File: src/rtl/lps_pkg.sv
// ---------------------------------------------------------------------------
// lps_pkg
// sizes, microcode format and control program of the linear prime sieve
// ---------------------------------------------------------------------------
package lps_pkg;

  localparam int MAP_DEPTH      = 65536;
  localparam int PRIME_CAPACITY = 8192;

  localparam int MAP_AW      = $clog2(MAP_DEPTH);
  localparam int PL_AW       = $clog2(PRIME_CAPACITY);
  localparam int CNT_W       = $clog2(PRIME_CAPACITY + 1);
  localparam int NUM_W       = 16;
  localparam int COUNT_OUT_W = 14;
  localparam int EPOCH_W     = 4;
  localparam int UPC_W       = 4;

  localparam logic [NUM_W-1:0] LIMIT_RESET = 16'hFFFF;
  localparam logic [NUM_W-1:0] LIMIT_MIN   = 16'd2;

  // register index decoded from paddr[2]
  localparam logic REG_LIMIT = 1'b0;

  typedef enum logic [3:0] {
    OP_NONE,
    OP_ACCEPT,
    OP_RESTART,
    OP_CHECK,
    OP_CLASS,
    OP_LREAD,
    OP_MUL,
    OP_MARK,
    OP_FINISH,
    OP_HOLD,
    OP_CLR,
    OP_CLR_END
  } op_t;

  typedef enum logic [3:0] {
    C_NEVER,
    C_ALWAYS,
    C_NO_ACCEPT,
    C_NEED_CLEAR,
    C_DONE,
    C_LIST_END,
    C_PROD_OVER,
    C_NOT_HIT,
    C_OUT_FREE,
    C_CLR_MORE,
    C_BOOT
  } cond_t;

  typedef logic [UPC_W-1:0] upc_t;

  typedef struct packed {
    op_t   op;
    cond_t cond;
    upc_t  target;
  } uword_t;

  typedef struct packed {
    op_t  op;
    logic accept;
  } ctrl_t;

  typedef struct packed {
    logic need_clear;
    logic done;
    logic list_end;
    logic prod_over;
    logic not_hit;
    logic out_free;
    logic clr_more;
    logic boot;
  } stat_t;

  typedef struct packed {
    logic [EPOCH_W-1:0] epoch;
    logic [NUM_W-1:0]   spf;
  } map_word_t;

  localparam upc_t U_WAIT    = 4'd0;
  localparam upc_t U_RESTART = 4'd1;
  localparam upc_t U_CHECK   = 4'd2;
  localparam upc_t U_CLASS   = 4'd3;
  localparam upc_t U_LOOP    = 4'd4;
  localparam upc_t U_MUL     = 4'd5;
  localparam upc_t U_OVER    = 4'd6;
  localparam upc_t U_MARK    = 4'd7;
  localparam upc_t U_FIN     = 4'd8;
  localparam upc_t U_FIN_W   = 4'd9;
  localparam upc_t U_HOLD    = 4'd10;
  localparam upc_t U_HOLD_W  = 4'd11;
  localparam upc_t U_CLR     = 4'd12;
  localparam upc_t U_CLR_END = 4'd13;
  localparam upc_t U_CLR_RET = 4'd14;

  // control program: jump to target when cond holds, else fall through
  function automatic uword_t ucode(input upc_t a);
    uword_t w;
    case (a)
      U_WAIT:    w = '{op: OP_ACCEPT,  cond: C_NO_ACCEPT,  target: U_WAIT};
      U_RESTART: w = '{op: OP_RESTART, cond: C_NEED_CLEAR, target: U_CLR};
      U_CHECK:   w = '{op: OP_CHECK,   cond: C_DONE,       target: U_HOLD};
      U_CLASS:   w = '{op: OP_CLASS,   cond: C_NEVER,      target: U_WAIT};
      U_LOOP:    w = '{op: OP_LREAD,   cond: C_LIST_END,   target: U_FIN};
      U_MUL:     w = '{op: OP_MUL,     cond: C_NEVER,      target: U_WAIT};
      U_OVER:    w = '{op: OP_NONE,    cond: C_PROD_OVER,  target: U_FIN};
      U_MARK:    w = '{op: OP_MARK,    cond: C_NOT_HIT,    target: U_LOOP};
      U_FIN:     w = '{op: OP_FINISH,  cond: C_OUT_FREE,   target: U_WAIT};
      U_FIN_W:   w = '{op: OP_NONE,    cond: C_ALWAYS,     target: U_FIN};
      U_HOLD:    w = '{op: OP_HOLD,    cond: C_OUT_FREE,   target: U_WAIT};
      U_HOLD_W:  w = '{op: OP_NONE,    cond: C_ALWAYS,     target: U_HOLD};
      U_CLR:     w = '{op: OP_CLR,     cond: C_CLR_MORE,   target: U_CLR};
      U_CLR_END: w = '{op: OP_CLR_END, cond: C_BOOT,       target: U_WAIT};
      U_CLR_RET: w = '{op: OP_NONE,    cond: C_ALWAYS,     target: U_CHECK};
      default:   w = '{op: OP_NONE,    cond: C_ALWAYS,     target: U_WAIT};
    endcase
    return w;
  endfunction

endpackage

File: src/rtl/lps_seq.sv
// ---------------------------------------------------------------------------
// lps_seq
// microcode step counter with conditional jumps over the control program
// ---------------------------------------------------------------------------
module lps_seq (
  input  logic           clk,
  input  logic           rst,
  input  logic           step_valid,
  input  lps_pkg::stat_t stat,
  output lps_pkg::ctrl_t ctrl,
  output logic           step_stall
);
  import lps_pkg::*;

  upc_t   pc;
  upc_t   pc_next;
  uword_t uw;
  logic   take;

  always_comb uw = ucode(pc);

  always_comb begin
    case (uw.cond)
      C_NEVER:      take = 1'b0;
      C_ALWAYS:     take = 1'b1;
      C_NO_ACCEPT:  take = !step_valid;
      C_NEED_CLEAR: take = stat.need_clear;
      C_DONE:       take = stat.done;
      C_LIST_END:   take = stat.list_end;
      C_PROD_OVER:  take = stat.prod_over;
      C_NOT_HIT:    take = stat.not_hit;
      C_OUT_FREE:   take = stat.out_free;
      C_CLR_MORE:   take = stat.clr_more;
      C_BOOT:       take = stat.boot;
      default:      take = 1'b0;
    endcase
    pc_next = take ? uw.target : pc + 1'b1;
  end

  // reset starts in the map clearing routine
  always_ff @(posedge clk) begin
    if (rst) begin
      pc <= U_CLR;
    end else begin
      pc <= pc_next;
    end
  end

  assign ctrl.op     = uw.op;
  assign ctrl.accept = (uw.op == OP_ACCEPT) && step_valid;
  assign step_stall  = (uw.op != OP_ACCEPT);

endmodule

File: config.mk
export PLATFORM = sky130hd
export DESIGN_NAME = lps_seq
export DESIGN_NICKNAME = d
export VERILOG_FILES = /design/src/rtl/lps_pkg.sv /design/src/rtl/lps_seq.sv
export SDC_FILE = /design/constraint.sdc
export NUM_CORES = 1
export LEC_CHECK = 0
export BUFFER_PORTS_ARGS = -buffer_cell sky130_fd_sc_hd__buf_2
export CAP_MARGIN = 15
export CORE_MARGIN = 2
export CORE_UTILIZATION = 35
export DETAILED_ROUTE_END_ITERATION = 8
export PLACE_DENSITY = 0.54
export SLEW_MARGIN = 20
export SYNTH_ARGS = -nofsm -noshare
export SYNTH_HDL_FRONTEND = slang
export SYNTH_SLANG_ARGS = --single-unit
File: constraint.sdc
create_clock -name clk -period 3.8 [get_ports clk]
set_input_delay 0.76 -clock clk [delete_from_list [all_inputs] [get_ports clk]]
set_output_delay 0.76 -clock clk [all_outputs]
set_load 0.01 [all_outputs]
### Word-level counts from Yosys, hierarchy flattened

Memory sizes are Yosys's and may differ from the RTL's. A register that Yosys moved wholly into a read port is not among the register bits.
Cells that the tools add are included.

| operators by class | value |
|---|---|
| add/sub/neg operators | 1 |
| $mul | 0 |
| div/mod/pow operators | 0 |
| magnitude comparators | 0 |
| eq/ne operators | 12 |
| shift-type cells | 0 |
| multiplexer cells | 3 |
| bitwise gates (word level) | 0 |
| reduce and logical (&&, ||, !) cells | 2 |

Operators by type and width:

| cell | number |
|---|---|
| 4-bit by 3-bit equality test with 1-bit output (second input constant) | 4 |
| 4-bit equality test (second input constant) | 3 |
| 1-bit case mux with 10 select lines | 1 |
| 4-bit by 1-bit equality test with 1-bit output (second input constant) | 2 |
| 4-bit by 2-bit equality test with 1-bit output (second input constant) | 2 |
| 4-bit 2-to-1 mux | 2 |
| 4-bit by 1-bit adder with 4-bit output (second input constant) | 1 |
| 4-bit by 1-bit inequality test with 1-bit output (second input constant) | 1 |
| 1-bit logical AND | 1 |
| 1-bit zero test | 1 |

| storage, ports and cells | value |
|---|---|
| flip-flop bits (word level) | 4 |
| latch bits | 0 |
| bits in writable memories | 0 |
| bits in read-only memories | 176 |
| bits of input ports | 11 |
| output and inout port bits | 6 |
| word-level logic and storage cells | 20 |
| memories kept | 1 |

Memories:

| memory | depth | width | rd ports | clocked after memory_dff | write ports | line | source |
|---|---|---|---|---|---|---|---|
| (no name shown) | 16 | 11 | 1 | 1 | 0 | lps_pkg.sv:101 | `case (a)` |

### Depth between registers and ports, before layout

Gate-level depths: netlist of run 1.

| logic depth | value |
|---|---|
| word-level depth | 4 |
| gate-level depth with buffers | 12 |
| depth with buffers taken out | 11 |

### Worst setup path after synthesis of run 1

OpenSTA, ideal clock, no wires.

| timing path | value |
|---|---|
| path kind | input-to-reg |
| start point | input port stat[7] (netlist name) |
| end point | register, netlist name uw[9] |
| setup time | 121 ps |
| arrival | 2955 ps |
| required time | 3679 ps |
| setup slack | 724 ps |
| stages on the path | 10 |
| buffers on the path | 1 |
| cells stage by stage | mux2_4 -> a311oi_2 -> o221ai_4 -> buf_2 -> nor3_1 -> inv_1 -> ha_1 -> o21ai_0 -> o21ai_0 -> mux2_2 |

| on the way | value |
|---|---|
| cells in the longest elaborated chain, start to end | 3 |

Ends and longest elaborated chain:

| element | line | source |
|---|---|---|
| from (decl) | lps_seq.sv:9 | `input lps_pkg::stat_t stat,` |
| 1-bit case mux with 10 select lines | lps_seq.sv:23 | `case (uw.cond)` |
| 4-bit 2-to-1 mux | lps_seq.sv:37 | `pc_next = take ? uw.target : pc + 1'b1;` |
| 4-bit 2-to-1 mux (no line) | n/a |  |

Every way passes these cells.
A chain may end at the register's enable or synchronous reset.

### Worst setup path after layout of run 1

| timing path | value |
|---|---|
| start point | input port stat[7] (netlist name) |
| end point | register, netlist name uw[9] |

| on the way | value |
|---|---|
| cells in the longest elaborated chain, start to end | 3 |

Ends and longest elaborated chain:

| element | line |
|---|---|
| 1-bit case mux with 10 select lines | lps_seq.sv:23 |
| 4-bit 2-to-1 mux | lps_seq.sv:37 |
| 4-bit 2-to-1 mux (no line) | n/a |

Every way passes these cells.

==> flow_results.org, run 1 <==
** Global route
- The number of global-route vias before repair was 747.
- Largest net degree at the start of global routing :: 16
- Number of antenna violations at the first check in global routing :: 0
- For this run, the total global-route usage over all layers was measured as 0.133.
- Overall overflow remaining after global route :: 0
- The first global-routing pass estimated 3390 um of wire.

** Layout
- Area taken by flip-flops and latches :: 280 um^2
- FILL cells :: 295
- Antenna cell count :: 0
- The final layout contains 142 nets.
- Once layout is complete, the cells apart from fillers number 153.
- Layout cell share with drive strength beyond 1 :: 0.254
- Total area of multi-input combinational cells :: 631 um^2
- The area growth from synthesis to layout is 10.0%.
- The finished cells cover 1090 um^2.

** Critical path
- Arrival @ worst endpoint :: 3.21 ns
- The worst register-to-register path begins at uw[6].
- Biggest fanout along the worst timing path :: 15
- STA classifies the critical path startpoint as an input pin.
- Depth of the worst register-to-register path :: 9
- Required time at the endpoint of the critical path :: 3.98 ns
- CP Capture Type :: flop
- Critical path start-end classification :: in -> reg
- FF-to-FF setup slack :: 0.85 ns
- The worst register-to-register path ends at uw[9].

** Routing
- After detailed routing, the total wire length is 2000 um.
- The detailed router finished its first iteration with 51 violations.
- After detailed routing, the number of vias per cell comes to 5.35.
- After detailed routing, the average wire length per cell comes to 13.0 um.
- DRC violations left :: 0
- Number of nets with antenna violations after detailed routing :: 0
- Number of detailed-routing iterations run before antenna repair :: 4
- For this block, the via count after detailed routing is 819.

** Synth
- Post-synthesis async set-or-reset flop share :: 0
- The netlist uses 39 different library cells.
- Average cell area after synthesis :: 9.06 um^2
- Counting flops and latches in the post-synthesis netlist gives 14.
- Counting flops with a built-in enable in the synthesized netlist gives 0.
- Yosys Warn Count :: 0
- Of the synthesized area, sequential elements account for 0.284.
- Netlist area before placement :: 987 um^2
- Synth Flop Type :: sky130_fd_sc_hd__dfxtp_1
- In the synthesized netlist, the number of instances is 109.
- Syn nets :: 127

** Timing
- Share of the clock period used by the worst path :: 0.799
- Setup TNS after final layout :: 0 ns
- Static timing analysis puts the maximum clock frequency at 0.329 GHz.
- Fin worst setup slack :: 0.763 ns
- Setup violations remaining at the end of the flow were counted as 0.
- Transition time of the tightest slew-check pin :: 0.587 ns
- Fin. Hold Viols :: 0
- Max-slew violation count :: 0
- Counting I/O delays and the setup requirement, the final critical path takes 3.04 ns.
- Setup repair after global routing left no endpoint under its margin.
- Max-slew headroom :: 0.605
- Across the routed clock network, the largest skew measured is 0.00258 ns.

** Die
- The initialized floorplan defines 19 standard-cell rows.
- Die width :: 57.1 um
- Pin placement for this block handled 17 I/O pins.
- Initial core utilization :: 0.364
- Die extent in y :: 57.1 um
- Placeable core region :: 2710 um^2
- The die covers 3260 um^2.

** Clocking
- Once the clock tree was built, the resizer swapped 0 gates to a different size.
- At the later pin of the worst-skew pair, clock insertion delay measures 0.28 ns.
- The tree is rooted in a sky130_fd_sc_hd__clkbuf_4.
- CTS built an H-tree with a depth of 1.
- TritonCTS built the clock tree.
- Counting every sink on the clock net gives 14.
- Post CTS Setup Buffer Count :: 0
- In this run, CTS created clock tree buffers numbering 3.
- Clock-pin slew on the worst setup and hold paths :: 0.08 ns
- Hold repair after CTS inserted 0 buffers.
- In this run the deepest clock path goes through 2 buffers.

** Placement
- In this run, placement finished with an instance count of 150.
- Buffers placed on the I/O ports in this run total 16.
- After legalization and detailed placement, the total HPWL measured 1560 um.
- Routability-driven placement finished with a final weighted congestion of 0.775.
- Dpl ws :: 0.449 ns
- Summing all placed instances gives a cell area of 1060 um^2.

** Worst hold path
- Hold_sp :: uw[1]
- For hold timing, the worst endpoint is pc[1].
- Cell count of the worst hold path :: 2
- Hold/Removal Path Class :: reg -> reg

** Job
- Number of max-cap violations :: 0

** Pwr
- Dividing total power by cell area gives a power density of 892 nW/um^2.
- Max rail drop VDD :: 0.000468 V
- Leakage power :: 0.463 nW

** Run status
- Result of the run :: finished clean
-- cell families after synthesis --
group                      count (synthesis)  synth area share
and+or+nand+nor                           44             0.232
AOI/OAI and AO/OA                         17             0.164
buffers and inverters                     14            0.0773
DFF                                       14             0.284
muxes                                     11             0.137
adders and majority gates                  7            0.0887
xor gates and xnor gates                   2            0.0177
-- synth_stat cells, drive strengths merged (2+ instances only) --
library cell | number | area share
dfxtp | 14 | 0.28
nand2 | 11 | 0.042
nor2 | 11 | 0.042
ha | 7 | 0.089
inv | 7 | 0.027
mux2i | 7 | 0.084
buf | 6 | 0.047
mux2 | 4 | 0.053
nand3 | 4 | 0.020
nor3 | 4 | 0.020
o21ai | 4 | 0.020
nand3b | 3 | 0.023
nor3b | 3 | 0.023
a221oi | 2 | 0.024
a311oi | 2 | 0.024
and4b | 2 | 0.020
nor2b | 2 | 0.013
o221ai | 2 | 0.035
-- registers in the layout, indices dropped and copies added (netlist names) --
register,cells
pc,4
uw,10
-- worst max-delay path: stages --
cell and delay, ns:
sky130_fd_sc_hd__buf_2 0.09, sky130_fd_sc_hd__mux2_4 0.26, sky130_fd_sc_hd__a311oi_2 0.34, sky130_fd_sc_hd__o221ai_4 0.29, sky130_fd_sc_hd__nor3_1 0.43, sky130_fd_sc_hd__inv_1 0.13, sky130_fd_sc_hd__ha_1 0.36, sky130_fd_sc_hd__o21ai_0 0.17
sky130_fd_sc_hd__o21ai_0 0.09, sky130_fd_sc_hd__mux2_2 0.28
-- layout by cell type, fill, tap and decap left out, types with 2 or more instances in the layout --
| cell | instances |
|---|---|
| sky130_fd_sc_hd__nor3b_1 | 3 |
| sky130_fd_sc_hd__clkbuf_4 | 3 |
| sky130_fd_sc_hd__mux2_4 | 2 |
| sky130_fd_sc_hd__dfxtp_1 | 14 |
| sky130_fd_sc_hd__nor2b_1 | 2 |
| sky130_fd_sc_hd__inv_1 | 7 |
| sky130_fd_sc_hd__o21ai_0 | 4 |
| sky130_fd_sc_hd__nand3b_1 | 3 |
| sky130_fd_sc_hd__mux2_2 | 2 |
| sky130_fd_sc_hd__nand3_1 | 4 |
| sky130_fd_sc_hd__buf_2 | 16 |
| sky130_fd_sc_hd__nand2_1 | 11 |
| sky130_fd_sc_hd__mux2i_1 | 6 |
| sky130_fd_sc_hd__and4b_1 | 2 |
| sky130_fd_sc_hd__ha_1 | 7 |
| sky130_fd_sc_hd__nor3_1 | 4 |
| sky130_fd_sc_hd__nor2_1 | 11 |
-- per-layer routing --
metal,share of wire,global-route usage,vias up
met5,0,0,-
met4,0.011,0.0598,0
met3,0.054,0.0181,2
met2,0.49,0.210,20
met1,0.45,0.180,384
li1,-,-,413
-- final cells by class --
| type | count | share of cell area |
|---|---|---|
| Sequential cell | 14 | 0.258 |
| Inverter | 7 | 0.0242 |
| Clock buffer | 3 | 0.0207 |
| Multi-Input combinational cell | 81 | 0.581 |
| Tap cell | 31 | 0.0357 |
| Timing Repair Buffer | 17 | 0.0806 |
-- worst max path at each step --
stage               slack, ns    end    start
floorplan                0.72  uw[9]  stat[7]
global placement         0.55  uw[9]  stat[7]
detailed placement       0.45  uw[9]  stat[7]
CTS                      0.73  uw[9]  stat[7]
global route             0.55  uw[9]  stat[7]
finish                   0.76  uw[9]  stat[7]
-- power by group --
group | total (mW) | internal [mW] | switching [mW]
combinational | 0.594 | 0.270 | 0.324
clock | 0.0850 | 0.0368 | 0.0482
sequential | 0.289 | 0.220 | 0.0696
-- metrics by stage --
| stage | util | hold WS [ns] | power (mW) |
|---|---|---|---|
| 6_report | 0.401 | 0.504 | 0.969 |
| 5_1_grt | 0.401 | 0.597 | 1.06 |
| 4_1_cts | 0.401 | 0.509 | 0.976 |
| 3_5_place_dp | 0.392 | 0.489 | 0.892 |
| 3_3_place_gp | 0.392 | 0.488 | 0.885 |
| 2_1_floorplan | - | 0.460 | 0.785 |
Power figures use the tool's default switching activity.
==> run 2: changes to the inputs <==
--- a/config.mk
+++ b/config.mk
@@ -10,7 +10,7 @@
 export CORE_MARGIN = 2
 export CORE_UTILIZATION = 35
 export DETAILED_ROUTE_END_ITERATION = 8
-export PLACE_DENSITY = 0.54
+export PLACE_DENSITY = 0.56
 export SLEW_MARGIN = 20
 export SYNTH_ARGS = -nofsm -noshare
 export SYNTH_HDL_FRONTEND = slang
==> constraint.sdc (replaced) <==
create_clock -name clk -period 2.59 [get_ports clk]
set_input_delay 0.518 -clock clk [delete_from_list [all_inputs] [get_ports clk]]
set_output_delay 0.518 -clock clk [all_outputs]
set_load 0.01 [all_outputs]
==> run 2 against run 1 <==
  * Sequential power up 52%
  * Total power up 74%
  * Global-route usage up 1.3 points
  * Largest cell class unchanged
  * Largest power group unchanged
  * Highest routed layer unchanged
==> flow_results.org, run 2 (synthesis results as in run 1) <==
** Routing
- The overall via count from detail_route was 829 (+1.2%).
- Met2 wire length :: 955 um (-1.4%)
- The post-detailed-route count of antenna-violating nets came to 0 (unchanged).
- Top sig layer :: met4
- Wl on met1 :: 1040 um (+16%)
- The starting DRC count in detailed routing came to 18 (-65%).
- The average vias per placed instance came to 5.09 (-5.0%).
- The final routed wire length divided by cell count is 12.9 um (-1.0%).
- The length of the first detailed-routing pass in iterations came to 4 (unchanged).
- Wire length on met3 :: 79 um (-26%)
- Post-detailed-routing wire length :: 2110 um (+5.5%)
- DRC violations left :: 0 (unchanged)

** Die
- The die boundary width came to 57.1 um (unchanged).
- The initial core utilization was 0.364 (unchanged).
- Placeable core region :: 2710 um^2 (unchanged)
- The area enclosed by the die boundary came to 3260 um^2 (unchanged).
- The number of placement rows is 19 (unchanged).
- Die extent in y :: 57.1 um (unchanged)
- The top-level port count is 17 (unchanged).

** Global route
- GRT Resource Usage Total :: 0.145 (+0.0126)
- The number of global-route vias before repair was 784 (+5.0%).
- Largest net degree at the start of global routing :: 16 (unchanged)
- Overall overflow remaining after global route :: 0 (unchanged)
- The initial antenna violation count came to 0 (unchanged).
- Global-route wire length before repair :: 3610 um (+6.3%)

** Layout
- Max reg flops :: 10 (unchanged)
- The library cell used most frequently in the layout, excluding fill and tap cells, is sky130_fd_sc_hd__buf_2.
- The number of nets in the finished design is 151 (+6.3%).
- The finished layout cell area came to 1220 um^2 (+12%).
- The number of fill cells in the layout is 276 (-6.4%).
- In the layout the commonest cells are sky130_fd_sc_hd__buf_2 (16), sky130_fd_sc_hd__dfxtp_1 (12), sky130_fd_sc_hd__nand2_1 (11), sky130_fd_sc_hd__nor2_1 (10), sky130_fd_sc_hd__buf_4 (10).
- The share of cells above drive strength 1 is 0.364 (+0.110).
- The non-filler instance count after layout was 163 (+6.5%).
- The area growth from synthesis to layout is 23.2%.
- The final antenna diode count came to 0 (unchanged).

** Critical path
- Worst setup endpoint :: uw[8]
- The highest net fanout along the worst path is 6 (-9).
- Worst flop-to-flop path endpoint :: uw[8]
- STA classifies the critical path startpoint as a flop.
- Arrival @ worst endpoint :: 2.58 ns (-0.63 ns)
- Required time at the endpoint of the critical path :: 2.79 ns (-1.19 ns)
- The cell count of the worst reg-to-reg path is 11 (+2).
- FF-to-FF setup slack :: 0.21 ns (-0.64 ns)
- Launch instance of the worst register-to-register path :: uw[6]
- Critical path start-end classification :: reg -> reg
- STA classifies the critical path endpoint as a flop.
- The critical path starts at uw[6].

** Clocking
- CTS Root Buffer Type :: sky130_fd_sc_hd__clkbuf_4
- The H-tree depth is 1 (unchanged).
- TritonCTS built the clock tree.
- Clock sink count :: 14 (unchanged)
- Maximum root-to-sink buffer count :: 2 (unchanged)
- The number of buffers inserted by post-CTS setup repair was 0 (unchanged).
- Clock buffers created by TritonCTS :: 3 (unchanged)
- The clock input transition at the sequential cells of the worst setup and hold paths is 0.09 ns (about the same).
- The insertion delay of the later-clocked pin in the worst-skew pair was 0.28 ns (about the same).

** Pwr
- The share of power burned in the clock network came to 0.095 (+0.007).
- Sequential group share of total power :: 0.261 (-0.038)
- Int Power :: 0.959 mW (+82%)
- Leakage power :: 0.522 nW (+13%)
- Net switching power figure :: 0.725 mW (+64%)
- Max rail drop VDD :: 0.000608 V (+30%)
- PD cells :: 1380 nW/um^2 (+55%)
- Switching Share :: 0.430 (-0.0259)
- The share of power burned in combinational logic was 0.644 (+0.030).

** Timing
- The pin slew with the least headroom to its limit came to 0.457 ns (-0.131 ns).
- For the finished layout, the period the worst path requires is 2.38 ns.
- F_max :: 0.421 GHz
- The number of max-slew violations in the final report was 0 (unchanged).
- RSZ-0062 raised after global routing :: false
- The worst slew margin relative to its limit was 0.694 (+0.0897).
- The hold violation count in the final report was 0 (unchanged).
- The post-route clock skew was 0.00294 ns (+0.000361 ns).
- Finish-stage setup viols :: 0 (unchanged)
- Setup TNS after final layout :: 0 ns (unchanged)
- Share of the clock period used by the worst path :: 0.918
- The final hold slack was 0.526 ns (+0.0218 ns).

** Job
- Number of max-cap violations :: 0 (unchanged)

** Worst hold path
- Hold_sp :: uw[1]
- Hold/Removal Path Class :: reg -> reg

** Placement
- DP HPWL :: 1660 um (+6.7%)
- The number of port buffers is 16 (unchanged).
- The final RePlAce weighted congestion is 0.788 (+1.7%).
- Cell area reported after detailed placement :: 1170 um^2 (+9.9%)
- Dpl cells :: 159 (+6.0%)

** Run status
- Result of the run :: finished clean
[run 2: critical path: stages, from the launching register on]
cell	delay (ns)
sky130_fd_sc_hd__dfxtp_4	0.38
sky130_fd_sc_hd__mux2_4	0.32
sky130_fd_sc_hd__a311oi_4	0.29
sky130_fd_sc_hd__o221ai_4	0.15
sky130_fd_sc_hd__mux2i_1	0.17
sky130_fd_sc_hd__nor2_2	0.18
sky130_fd_sc_hd__ha_1	0.19
sky130_fd_sc_hd__inv_1	0.07
sky130_fd_sc_hd__nand3_1	0.08
sky130_fd_sc_hd__mux2i_1	0.07
sky130_fd_sc_hd__a21o_1	0.17
sky130_fd_sc_hd__a311oi_2	0.23
[run 2: what timing repair did]
action / 4_1_cts / 5_1_grt
endpoints found under the setup margin: 0 / 3
gates resized for setup: 0 / 4
hold buffers: 0 / 0
[run 2: final cells by class]
type,count,area (um^2),area share
Multi-Input combinational cell,81,674,0.555
Tap cell,31,38.8,0.0319
Inverter,7,26.3,0.0216
Sequential cell,14,285,0.235
Clock buffer,4,36.3,0.0298
Timing Repair Buffer,26,155,0.128
[run 2: worst min-delay path by stage]
stage / to / cells past startpoint
CTS: pc[1] / 2
global placement: pc[1] / 2
floorplan: pc[1] / 2
detailed placement: pc[1] / 2
finish: pc[1] / 2
global route: pc[1] / 2
[run 2: routing by layer]
| metal | vias up | global-route usage |
|---|---|---|
| met3 | 4 | 0.0295 |
| met2 | 13 | 0.225 |
| met1 | 375 | 0.197 |
| met5 | - | 0 |
| met4 | 0 | 0.0598 |
| li1 | 437 | - |
[run 2: metrics by stage]
stage | setup slack (ns) | total power, mW | util
floorplan | 0.000259 | 1.23 | -
global placement | 0.0147 | 1.50 | 0.431
detailed placement | -0.0334 | 1.51 | 0.431
CTS | 0.0918 | 1.68 | 0.445
global route | 0.0132 | 1.84 | 0.449
finish | 0.212 | 1.68 | 0.449
[run 2: power groups by stage]
stage / combinational (mW) / sequential, mW / clock [mW]
final: 1.08 / 0.439 / 0.159
after global routing: 1.21 / 0.454 / 0.175
after CTS: 1.08 / 0.434 / 0.168
after detailed placement: 1.07 / 0.439 / 0
after global placement: 1.06 / 0.435 / 0
after floorplan: 0.822 / 0.408 / 0
